<file path="config.mk">
export PLATFORM = sky130hd
export DESIGN_NAME = stroke_point_smooth_and_thin_core_flat
export DESIGN_NICKNAME = d
export VERILOG_FILES = /design/src/design/spst_pkg.sv /design/src/design/spst_channels.sv /design/src/design/spst_axis.sv /design/src/design/stroke_point_smooth_and_thin_core.sv /design/src/flat_wrapper.sv
export SDC_FILE = /design/constraint.sdc
export NUM_CORES = 2
export LEC_CHECK = 0
export BUFFER_PORTS_ARGS = -buffer_cell sky130_fd_sc_hd__buf_2
export CELL_PAD_IN_SITES_DETAIL_PLACEMENT = 0
export CELL_PAD_IN_SITES_GLOBAL_PLACEMENT = 1
export CORE_ASPECT_RATIO = 1.5
export CORE_UTILIZATION = 55
export DETAILED_ROUTE_END_ITERATION = 10
export PLACE_DENSITY_LB_ADDON = 0.3
export SLEW_MARGIN = 20
export SYNTH_ARGS = -nofsm -noshare
export SYNTH_HDL_FRONTEND = slang
export SYNTH_SLANG_ARGS = --single-unit
</file>
<file path="constraint.sdc">
create_clock -name clock -period 18.9 [get_ports clock]
set_clock_uncertainty 0.15 [all_clocks]
set_input_delay 2.835 -clock clock [delete_from_list [all_inputs] [get_ports clock]]
set_output_delay 2.835 -clock clock [all_outputs]
set_load 0.03 [all_outputs]
</file>
<file path="src/design/spst_pkg.sv">
// Package of shared widths, types and register codes for the stroke point smoother.
`default_nettype none
package spst_pkg;

   localparam int COORD_WIDTH  = 24;
   localparam int COUNT_WIDTH  = 16;
   localparam int WEIGHT_WIDTH = 16;
   localparam int THRESH_WIDTH = 23;

   localparam int CSR_DATA_WIDTH  = (WEIGHT_WIDTH > THRESH_WIDTH) ? WEIGHT_WIDTH : THRESH_WIDTH;
   localparam int CSR_INDEX_WIDTH = 1;

   // Difference of two coordinates, and the product of that with the weight.
   localparam int DIFF_WIDTH = COORD_WIDTH + 1;
   localparam int PROD_WIDTH = DIFF_WIDTH + WEIGHT_WIDTH + 1;
   localparam int CMP_WIDTH  = (DIFF_WIDTH > THRESH_WIDTH) ? DIFF_WIDTH : THRESH_WIDTH;

   typedef logic signed [COORD_WIDTH-1:0] coord_type;
   typedef logic [COUNT_WIDTH-1:0]        count_type;
   typedef logic [WEIGHT_WIDTH-1:0]       weight_type;
   typedef logic [THRESH_WIDTH-1:0]       thresh_type;
   typedef logic [CSR_INDEX_WIDTH-1:0]    csr_index_type;
   typedef logic [CSR_DATA_WIDTH-1:0]     csr_data_type;

   localparam csr_index_type CSR_SMOOTH_WEIGHT  = csr_index_type'(0);
   localparam csr_index_type CSR_THIN_THRESHOLD = csr_index_type'(1);

   localparam weight_type WEIGHT_RESET = weight_type'(32768);
   localparam thresh_type THRESH_RESET = thresh_type'(256);

   // Control sent from the top level to each axis slice.
   typedef struct packed {
      logic advance;   // the item in the input register moves to the result register
      logic first;     // the item is the first point of its stroke
      logic keep;      // the item survives thinning on either axis
   } axis_ctrl_type;

endpackage
`default_nettype wire

</file>
<file path="src/design/spst_channels.sv">
// Valid/ready channel interfaces for pen points in and smoothed points out.
`default_nettype none
interface spst_req_if;
   import spst_pkg::*;
   logic      valid;
   logic      ready;
   coord_type x_coord;
   coord_type y_coord;
   logic      new_stroke;

   modport source (output valid, output x_coord, output y_coord, output new_stroke,
                   input ready);
   modport sink   (input valid, input x_coord, input y_coord, input new_stroke,
                   output ready);
endinterface

interface spst_rsp_if;
   import spst_pkg::*;
   logic      valid;
   logic      ready;
   coord_type smooth_x;
   coord_type smooth_y;
   logic      keep;
   count_type point_index;

   modport source (output valid, output smooth_x, output smooth_y, output keep,
                   output point_index, input ready);
   modport sink   (input valid, input smooth_x, input smooth_y, input keep,
                   input point_index, output ready);
endinterface
`default_nettype wire

</file>
<file path="src/design/spst_axis.sv">
// One axis of the smoother: moving average, thinning distance test and axis state.
`default_nettype none
module spst_axis (
   input  wire                     clock,
   input  wire                     reset,
   input  spst_pkg::axis_ctrl_type ctrl,
   input  spst_pkg::coord_type     raw,
   input  spst_pkg::weight_type    weight,
   input  spst_pkg::thresh_type    threshold,
   output spst_pkg::coord_type     smooth,
   output logic                    far
);
   import spst_pkg::*;

   coord_type                     prev_ff, prev_in;
   coord_type                     kept_ff, kept_in;
   logic signed [DIFF_WIDTH-1:0]   hist_diff;
   logic signed [WEIGHT_WIDTH:0]   weight_s;
   logic signed [PROD_WIDTH-1:0]   product;
   logic [DIFF_WIDTH:0]            blended;
   logic [DIFF_WIDTH-1:0]          kept_diff;
   logic [DIFF_WIDTH-1:0]          magnitude;
   logic [CMP_WIDTH-1:0]           magnitude_cmp;
   logic [CMP_WIDTH-1:0]           threshold_cmp;

   // w*prev + (1-w)*raw equals raw*2^16 + w*(prev-raw), so one multiply suffices
   // and the floor shift becomes an arithmetic shift of the product.
   assign hist_diff = {prev_ff[COORD_WIDTH-1], prev_ff} - {raw[COORD_WIDTH-1], raw};
   assign weight_s  = signed'({1'b0, weight});
   assign product   = hist_diff * weight_s;
   assign blended   = product[PROD_WIDTH-1:WEIGHT_WIDTH]
                      + {{2{raw[COORD_WIDTH-1]}}, raw};
   assign smooth    = ctrl.first ? raw : coord_type'(blended[COORD_WIDTH-1:0]);

   assign kept_diff     = {raw[COORD_WIDTH-1], raw} - {kept_ff[COORD_WIDTH-1], kept_ff};
   assign magnitude     = kept_diff[DIFF_WIDTH-1] ? (~kept_diff + 1'b1) : kept_diff;
   assign magnitude_cmp = CMP_WIDTH'(magnitude);
   assign threshold_cmp = CMP_WIDTH'(threshold);
   assign far           = magnitude_cmp >= threshold_cmp;

   assign prev_in = ctrl.advance ? smooth : prev_ff;
   assign kept_in = (ctrl.advance && ctrl.keep) ? raw : kept_ff;

   always_ff @(posedge clock) begin
      if (reset) begin
         prev_ff <= '0;
         kept_ff <= '0;
      end else begin
         prev_ff <= prev_in;
         kept_ff <= kept_in;
      end
   end

endmodule
`default_nettype wire

</file>
<file path="src/design/stroke_point_smooth_and_thin_core.sv">
// Top level of the stroke point smoother and thinner.
`default_nettype none
// Each accepted pen point yields exactly one result: the point smoothed on both
// axes by an exponential moving average, a keep flag from the per-axis thinning
// distance test against the last kept raw point, and the point's index within
// its stroke (saturating at its maximum). The first point of a stroke, whether
// flagged by new_stroke or the first after reset, passes through unchanged and
// is always kept. The block takes one point per clock cycle when the result
// side keeps pace. A point is held in the input register, then takes a single
// pass through one multiplier per axis, whose smoothed value is fed back to
// the next point, into the result register, from which its result is offered.
// The result register decouples the two sides, so a new point is taken while
// a finished result still waits for its transfer. The weight and threshold
// registers should be written only while no point is in flight.
module stroke_point_smooth_and_thin_core (
   input  wire                     clock,
   input  wire                     reset,
   spst_req_if.sink                req_channel,
   spst_rsp_if.source              rsp_channel,
   input  wire                     csr_write,
   input  spst_pkg::csr_index_type csr_index,
   input  spst_pkg::csr_data_type  csr_data
);
   import spst_pkg::*;

   // Configuration registers.
   weight_type weight_ff;
   thresh_type thresh_ff;

   // Input register.
   logic      in_valid_ff, in_valid_in;
   coord_type in_x_ff, in_y_ff;
   logic      in_new_ff;

   // Result register.
   logic      out_valid_ff, out_valid_in;
   coord_type out_x_ff, out_y_ff;
   logic      out_keep_ff;
   count_type out_index_ff;

   // Stroke point counter.
   count_type count_ff, count_in;

   logic          advance;
   logic          accept;
   logic          first;
   logic          keep;
   count_type     index;
   coord_type     smooth_x, smooth_y;
   logic          far_x, far_y;
   axis_ctrl_type axis_ctrl;

   // The input register empties whenever the result register is free or its
   // contents are being taken in this cycle.
   assign advance = in_valid_ff && (!out_valid_ff || rsp_channel.ready);
   assign req_channel.ready = !in_valid_ff || advance;
   assign accept = req_channel.valid && req_channel.ready;

   // A new stroke flag acts as if the counter had been cleared before this point.
   assign index = in_new_ff ? '0 : count_ff;
   assign first = (index == '0);
   assign keep  = first || far_x || far_y;

   assign axis_ctrl = '{advance: advance, first: first, keep: keep};

   spst_axis axis_x (
      .clock     (clock),
      .reset     (reset),
      .ctrl      (axis_ctrl),
      .raw       (in_x_ff),
      .weight    (weight_ff),
      .threshold (thresh_ff),
      .smooth    (smooth_x),
      .far       (far_x)
   );

   spst_axis axis_y (
      .clock     (clock),
      .reset     (reset),
      .ctrl      (axis_ctrl),
      .raw       (in_y_ff),
      .weight    (weight_ff),
      .threshold (thresh_ff),
      .smooth    (smooth_y),
      .far       (far_y)
   );

   always_comb begin
      count_in = count_ff;
      if (advance) begin
         count_in = (&index) ? index : index + 1'b1;
      end
   end

   assign in_valid_in  = accept ? 1'b1 : (advance ? 1'b0 : in_valid_ff);
   assign out_valid_in = advance ? 1'b1 : (rsp_channel.ready ? 1'b0 : out_valid_ff);

   always_ff @(posedge clock) begin
      if (reset) begin
         in_valid_ff  <= 1'b0;
         out_valid_ff <= 1'b0;
         count_ff     <= '0;
      end else begin
         in_valid_ff  <= in_valid_in;
         out_valid_ff <= out_valid_in;
         count_ff     <= count_in;
      end
   end

   always_ff @(posedge clock) begin
      if (accept) begin
         in_x_ff   <= req_channel.x_coord;
         in_y_ff   <= req_channel.y_coord;
         in_new_ff <= req_channel.new_stroke;
      end
      if (advance) begin
         out_x_ff     <= smooth_x;
         out_y_ff     <= smooth_y;
         out_keep_ff  <= keep;
         out_index_ff <= index;
      end
   end

   // Configuration writes; an index outside the register list is ignored and
   // data bits above a register's width are dropped.
   always_ff @(posedge clock) begin
      if (reset) begin
         weight_ff <= WEIGHT_RESET;
         thresh_ff <= THRESH_RESET;
      end else if (csr_write) begin
         case (csr_index)
            CSR_SMOOTH_WEIGHT: begin
               weight_ff <= csr_data[WEIGHT_WIDTH-1:0];
            end
            CSR_THIN_THRESHOLD: begin
               thresh_ff <= csr_data[THRESH_WIDTH-1:0];
            end
            default: begin
            end
         endcase
      end
   end

   assign rsp_channel.valid       = out_valid_ff;
   assign rsp_channel.smooth_x    = out_x_ff;
   assign rsp_channel.smooth_y    = out_y_ff;
   assign rsp_channel.keep        = out_keep_ff;
   assign rsp_channel.point_index = out_index_ff;

endmodule
`default_nettype wire

</file>
<file path="src/flat_wrapper.sv">
// flat-port wrapper written by rule: the top's interface ports become plain ports
module stroke_point_smooth_and_thin_core_flat import spst_pkg::*;
  (clock, reset, csr_write, csr_index, csr_data, req_channel_valid, req_channel_x_coord, req_channel_y_coord, req_channel_new_stroke, req_channel_ready, rsp_channel_valid, rsp_channel_smooth_x, rsp_channel_smooth_y, rsp_channel_keep, rsp_channel_point_index, rsp_channel_ready);
  spst_req_if req_channel_i ();
  spst_rsp_if rsp_channel_i ();
  input  wire clock;
  input  wire reset;
  input  wire csr_write;
  input  spst_pkg::csr_index_type csr_index;
  input  spst_pkg::csr_data_type csr_data;
  input wire logic [$bits(req_channel_i.valid)-1:0] req_channel_valid;
  input wire logic [$bits(req_channel_i.x_coord)-1:0] req_channel_x_coord;
  input wire logic [$bits(req_channel_i.y_coord)-1:0] req_channel_y_coord;
  input wire logic [$bits(req_channel_i.new_stroke)-1:0] req_channel_new_stroke;
  output wire logic [$bits(req_channel_i.ready)-1:0] req_channel_ready;
  output wire logic [$bits(rsp_channel_i.valid)-1:0] rsp_channel_valid;
  output wire logic [$bits(rsp_channel_i.smooth_x)-1:0] rsp_channel_smooth_x;
  output wire logic [$bits(rsp_channel_i.smooth_y)-1:0] rsp_channel_smooth_y;
  output wire logic [$bits(rsp_channel_i.keep)-1:0] rsp_channel_keep;
  output wire logic [$bits(rsp_channel_i.point_index)-1:0] rsp_channel_point_index;
  input wire logic [$bits(rsp_channel_i.ready)-1:0] rsp_channel_ready;
  assign req_channel_i.valid = req_channel_valid;
  assign req_channel_i.x_coord = req_channel_x_coord;
  assign req_channel_i.y_coord = req_channel_y_coord;
  assign req_channel_i.new_stroke = req_channel_new_stroke;
  assign req_channel_ready = req_channel_i.ready;
  assign rsp_channel_valid = rsp_channel_i.valid;
  assign rsp_channel_smooth_x = rsp_channel_i.smooth_x;
  assign rsp_channel_smooth_y = rsp_channel_i.smooth_y;
  assign rsp_channel_keep = rsp_channel_i.keep;
  assign rsp_channel_point_index = rsp_channel_i.point_index;
  assign rsp_channel_i.ready = rsp_channel_ready;
  stroke_point_smooth_and_thin_core u_core (.clock(clock), .reset(reset), .req_channel(req_channel_i), .rsp_channel(rsp_channel_i), .csr_write(csr_write), .csr_index(csr_index), .csr_data(csr_data));
endmodule
</file>
# After elaboration in Yosys (flattened, before gate mapping)
# Index checks and enable logic that the tools add are counted.
[word_totals]
word_cells = 57
latchBits = 0
rom_bits = 0
out_inout_bits = 67
ramBits = 0
n_memories = 0
input_bits = 78
register_bits = 267
[classes]
n_eq_ne = 0
n_mul = 2
bitwise_logic = 3
reduce_logical = 15
shift = 0
muxes = 10
div_mod_pow = 0
add_sub_neg = 9
magnitude_cmp = 2
[ops]
columns = ["cell", "n"]
rows = [
  ["$sub 24x24->25", 4],
  ["$mul 25x17->40", 2],
  ["$add 25x1->25 const B", 2],
  ["$ge 25x23->1", 2],
  ["$mux 25", 2],
  ["$not 25->25", 2],
  ["$add 24x24->24", 2],
  ["$mux 24", 2],
  ["$mux 16", 2],
  ["$add 16x1->16 const B", 1],
  ["$logic_not 16->1", 1],
  ["$reduce_and 16->1", 1],
  ["$logic_or 1x1->1", 4],
  ["$mux 1", 4],
  ["$reduce_and 2->1", 2],
  ["$reduce_bool 2->1", 2],
  ["$logic_and 1x1->1", 3],
  ["$logic_not 1->1", 2],
  ["$not 1->1", 1],
]

# Depth between registers and ports, before layout
[logic_depth]
ltp_word = 8
mapped_depth = 49
ltp_nobuf = 49

# By module
# From an unflattened synthesis, not the netlist that was laid out.
[unflattened]
hier_cells = 5357
hier_area_um2 = 46532.1
[modules_own_cells]
columns = ["module", "seq_area_each_um2", "cells_per_inst", "instances", "area_each_um2"]
rows = [
  ["spst_axis (u_core.axis_x)", 960.9, 2521, 1, 20597.3],
  ["spst_axis (u_core.axis_y)", 960.9, 2419, 1, 20104.3],
  ["stroke_point_smooth_and_thin_core", 4564.4, 417, 1, 5830.6],
]

# Least setup slack after synthesis
# No wires, ideal clock.
[synth_timing]
path_type = "register -> register"
from = "register u_core.in_x_ff[1]"
to = "register u_core.axis_x.prev_ff[23]"
path_slack_ns = 7.924
t_required_ns = 18.635
stages_incl_launch_ff = 48
synth_period_minus_slack_ns = 10.976
setup_time_ns = 0.115
path_buffers = 2
t_arrival_ns = 10.711
path_cell_list = "edfxtp_1 > inv_1 > ha_1 > nor2b_1 > o21ai_0 > a21boi_1 > o21ai_0 > a21boi_1 > o211ai_1 > o211a_1 > or3_1 > nand3_1 > nand4_1 > and2_0 > clkbuf_1 > clkbuf_1 > o311ai_0 > fa_1 > [... 12 more ...] > a211o_1 > a221oi_1 > nor2b_1 > nor2_1 > xnor2_1 > ha_1 > a21o_1 > nand3_1 > nand2_1 > a2111oi_0 > o311ai_1 > a21oi_1 > xnor2_1 > or3_1 > a21o_1 > mux2i_1 > xnor2_1 > o21a_1"
[synth_via]
elab_chain_cells = 4
[synth_lines]
columns = ["element", "line", "source"]
rows = [
  ["start, declared", "stroke_point_smooth_and_thin_core.sv:32", "coord_type in_x_ff, in_y_ff;"],
  ["start signal, assigned", "stroke_point_smooth_and_thin_core.sv:112", "in_x_ff <= req_channel.x_coord;"],
  ["$sub 24x24->25", "spst_axis.sv:28", "assign hist_diff = {prev_ff[COORD_WIDTH-1], prev_ff} - {raw[COORD_WIDTH-1], raw};"],
  ["$mul 25x17->40", "spst_axis.sv:30", "assign product = hist_diff * weight_s;"],
  ["$add 24x24->24 *", "spst_axis.sv:32", "+ {{2{raw[COORD_WIDTH-1]}}, raw};"],
  ["$mux 24 *", "spst_axis.sv:33", "assign smooth = ctrl.first ? raw : coord_type'(blended[COORD_WIDTH-1:0]);"],
  ["via u_core.axis_x.smooth[23]", "spst_axis.sv:10", "output spst_pkg::coord_type smooth,"],
  ["end signal, assigned", "spst_axis.sv:49", "prev_ff <= prev_in;"],
  ["end, declared", "spst_axis.sv:15", "coord_type prev_ff, prev_in;"],
]
# The timed path passes the listed nets; every way through them passes the cells marked *.
# A chain may end at the register's enable or synchronous reset.

# Worst setup path after layout
[layout_timing]
from = "register u_core.in_x_ff[0]"
to = "register u_core.axis_x.prev_ff[23]"
# Same word-level chain as after synthesis.

==> results_dict.tcl <==
set metrics [dict create \
    via_per_inst 5.58 \
    stdcell_count 6620 \
    drcViolationCount 0 \
    cts_resized 0 \
    hpwlAfterDp_um 98700 \
    cap_violations 0 \
    timing.rr.start "u_core.in_x_ff[0]" \
    power.switching_mw 3.81 \
    gr-total-overflow 0 \
    dp.cells 6572 \
    netlist_area_um2 47100 \
    die_y_um 360 \
    worstPathMaxFanout 16 \
    htree_num_levels 1 \
    ys_ff_latch 267 \
    wl_per_cell_um 19.4 \
    grt_pass1_vias 38881 \
    yosysTopAreaCell "fa_1" \
    hold_path_class "flip-flop to flip-flop" \
    finalCritPeriodShare_pct 67.1 \
    dieArea_um2 86800 \
    critPathKind "flip-flop to flip-flop" \
    slew_headroom_pct 22.5 \
    cts_tree "built" \
    rsz0062_at_grt "false" \
    synth_cells 5476 \
    crit_path_max_incr_delay_ns 0.81 \
    hold_viol 0 \
    cts_setup_buffers 0 \
    grt_pass1_wl_um 207000 \
    worstPathRequired_ns 19.22 \
    setup_violations 0 \
    drv_slew 0 \
    cts_root_buf "clkbuf_16" \
    worst_ir_drop_vdd_mv 0.170 \
    fin_ws_ns 6.21 \
    p_clk_share_pct 7.4 \
    async_reset_ff_share_pct 0 \
    reg2reg_to "u_core.axis_x.prev_ff[23]" \
    numCtsBuffers 25 \
    die_x_um 241 \
    antenna_found_initial 5 \
    reg2reg_depth 41 \
    hold_path.startpoint "u_core.weight_ff[1]" \
    synth_area_leaders "fa_1, ha_1, inv_1" \
    syn_area_per_cell_um2 8.59 \
    min_period_ns 12.69 \
    worst_pin_slew_ns 1.13 \
    hold_depth 2 \
    ios 145 \
    clock-sinks 267 \
    syn-num-nets 6706 \
    grt_usage_pct 30.8 \
    row_count 131 \
    core-area_um2 84900 \
    yosysSeqAreaShare_pct 13.8 \
    worstSetupEndpointType "flip-flop" \
    ys_warn_count 0 \
    p_leak_nw 23.9 \
    swShare_pct 53.5 \
    gp_congestion 0.920 \
    hold_slack_ns 0.306 \
    num-fill-cells 7982 \
    start_util_pct 55.4 \
    cp_common_cell "fa_1" \
    worstHoldEndpoint "u_core.weight_ff[1]" \
    routed_wl_um 129000 \
    pwr-share-seq_pct 9.7 \
    status "complete, no violations" \
    dp_slack_ns 6.36 \
    synth_edf_count 114 \
    p_comb_share_pct 82.9 \
    clkLatencyLatePin_ns 0.59 \
    vias 36909 \
    p_per_area_nw_per_um2 143 \
    drive_above_1_share_pct 6.07 \
    synth_cell_types 95 \
    drt_iter0_markers 2087 \
    cpMaxStageDelayCell "xor2_2" \
    power.total_mw 7.12 \
    max_freq_mhz 78.8 \
    cts-hold-fix-buffers 0 \
    arrival_ns 13.01 \
    layout.nets 6699 \
    grt_max_degree 95 \
    synth-main-ff-cell "dfxtp_1" \
    cts_buffer_depth 3 \
    fin_tns_setup_ns 0 \
    start_kind "flip-flop" \
    r2r_slack_ns 6.21 \
    ant_nets 0 \
    clkTransAtPathRegs_ns 0.07 \
    first_pass_iters 8 \
    internal_power_mw 3.31 \
    synth_top_area_share_pct 32.3 \
    port_buffers 144 \
    syn_to_final_growth_pct 5.60 \
]
[power groups by stage]
stage,Combinational [mW],Clock (mW),Sequential [mW]
CTS,5.89,0.539,0.691
finish,5.90,0.527,0.692
floorplan,4.31,0,0.710
global route,6.60,0.556,0.696
detailed placement,5.83,0,0.704
global placement,5.78,0,0.703
[sequential cells by signal, indices dropped and copies added, names as in the netlist, 16 cells and up]
name                            count
u_core.axis_x.prev_ff              24
u_core.count_ff                    16
u_core.axis_x.kept_ff              24
u_core.rsp_channel.smooth_x        24
u_core.thresh_ff                   23
u_core.axis_y.kept_ff              24
u_core.in_y_ff                     24
u_core.in_x_ff                     24
u_core.rsp_channel.smooth_y        24
u_core.rsp_channel.point_index     16
u_core.axis_y.prev_ff              24
u_core.weight_ff                   16
[per-stage QoR]
stage / area (µm²) / util, %
6_report: 49700 / 58.5
5_1_grt: 49700 / 58.5
4_1_cts: 49700 / 58.5
3_5_place_dp: 48900 / 57.6
3_3_place_gp: 48900 / 57.6
2_1_floorplan: 47100 / -
[critical path: cells and delay by family (launching register included)]
kind	cells	cell delay (ns)
xor+xnor	4	1.25
compound gates	15	4.65
mux	1	0.15
flops	1	0.46
buf+inv	4	0.25
simple gates	7	1.49
fa+ha+maj	10	4.15
[layout make-up]
cell class	instances	area (µm²)	share of cell area [%]
flip-flops and latches	267	6500	13.1
diodes	2	5.00	0.0101
multi-input cells	3863	35600	71.6
well taps	1130	1410	2.84
repair buffers	211	1230	2.47
clock buffers	29	641	1.29
inverters	1101	4140	8.32
clock inverters	17	174	0.350
[cell families (layout without fill, tap and decap cells)]
family                     Yosys count  in the layout  share of synthesized area (%)
and+or+nand+nor                   1743           1743                           17.8
buffers and inverters             1346           1358                           10.8
adders and majority gates         1152           1152                           42.7
AOI/OAI and AO/OA                  689            689                           9.46
DFF                                267            267                           13.8
xor gates and xnor gates           223            223                           4.15
muxes                               56             56                           1.20
other                                0              2                              0
[placed cells by master (no fill, tap or decap), drive strengths merged, types with 22 or more instances in the layout]
| cell type | synthesis | routed |
|---|---|---|
| a21o | 54 | 54 |
| nor2b | 94 | 94 |
| ha | 392 | 392 |
| a211oi | 48 | 48 |
| nand2b | 52 | 52 |
| xnor2 | 157 | 157 |
| or3 | 22 | 22 |
| o21a | 35 | 35 |
| a21oi | 205 | 205 |
| a31oi | 27 | 27 |
| nand2 | 817 | 817 |
| and3 | 26 | 26 |
| edfxtp | 114 | 114 |
| o21ai | 161 | 161 |
| clkbuf | 234 | 29 |
| buf | 11 | 211 |
| mux2i | 51 | 51 |
| dfxtp | 153 | 153 |
| nand4 | 26 | 26 |
| fa | 760 | 760 |
| inv | 1100 | 1105 |
| nor3 | 45 | 45 |
| nor2 | 176 | 176 |
| and2 | 341 | 341 |
| nand3 | 75 | 75 |
| xor2 | 66 | 66 |
[synth_stat cells, types with 6 or more instances]
| library cell | instances |
|---|---|
| o211ai_1 | 8 |
| o311ai_0 | 8 |
| o211a_1 | 6 |
| edfxtp_1 | 114 |
| inv_1 | 1099 |
| a31oi_1 | 27 |
| xor2_1 | 66 |
| nand2_1 | 817 |
| nor4_1 | 9 |
| or2_2 | 12 |
| a21oi_1 | 204 |
| a21o_1 | 54 |
| clkbuf_1 | 234 |
| o221ai_1 | 12 |
| fa_1 | 760 |
| and2_1 | 339 |
| nand2b_1 | 52 |
| o21ai_0 | 155 |
| o21bai_1 | 19 |
| ha_1 | 392 |
| mux2i_1 | 51 |
| nor3_1 | 43 |
| xnor2_1 | 157 |
| o22ai_1 | 12 |
| o31ai_1 | 14 |
| o21a_1 | 34 |
| a211o_1 | 11 |
| or3_1 | 20 |
| dfxtp_1 | 153 |
| nor2_1 | 176 |
| nor2b_1 | 94 |
| a211oi_1 | 47 |
| nand3_1 | 75 |
| nor3b_1 | 18 |
| and3_1 | 26 |
| nand4_1 | 26 |
[worst max-delay path by stage]
stage,start,endpoint,slack (ns)
global placement,u_core.in_x_ff[0],u_core.axis_x.prev_ff[23],6.58
finish,u_core.in_x_ff[0],u_core.axis_x.prev_ff[23],6.21
global route,u_core.in_y_ff[1],u_core.axis_y.prev_ff[23],5.37
floorplan,u_core.in_x_ff[1],u_core.axis_x.prev_ff[23],7.92
detailed placement,u_core.in_x_ff[0],u_core.axis_x.prev_ff[23],6.36
CTS,u_core.in_x_ff[0],u_core.axis_x.prev_ff[23],6.34
[layer usage]
metal  up-vias  global-route usage (%)  wire [µm]
li1      16994                       -          -
met1     18532                    38.0      50400
met2      1078                    55.1      65900
met3       305                    2.49       6400
met4         0                    12.4       5790
met5         -                       0          0
(Power assumes the default switching activity.)
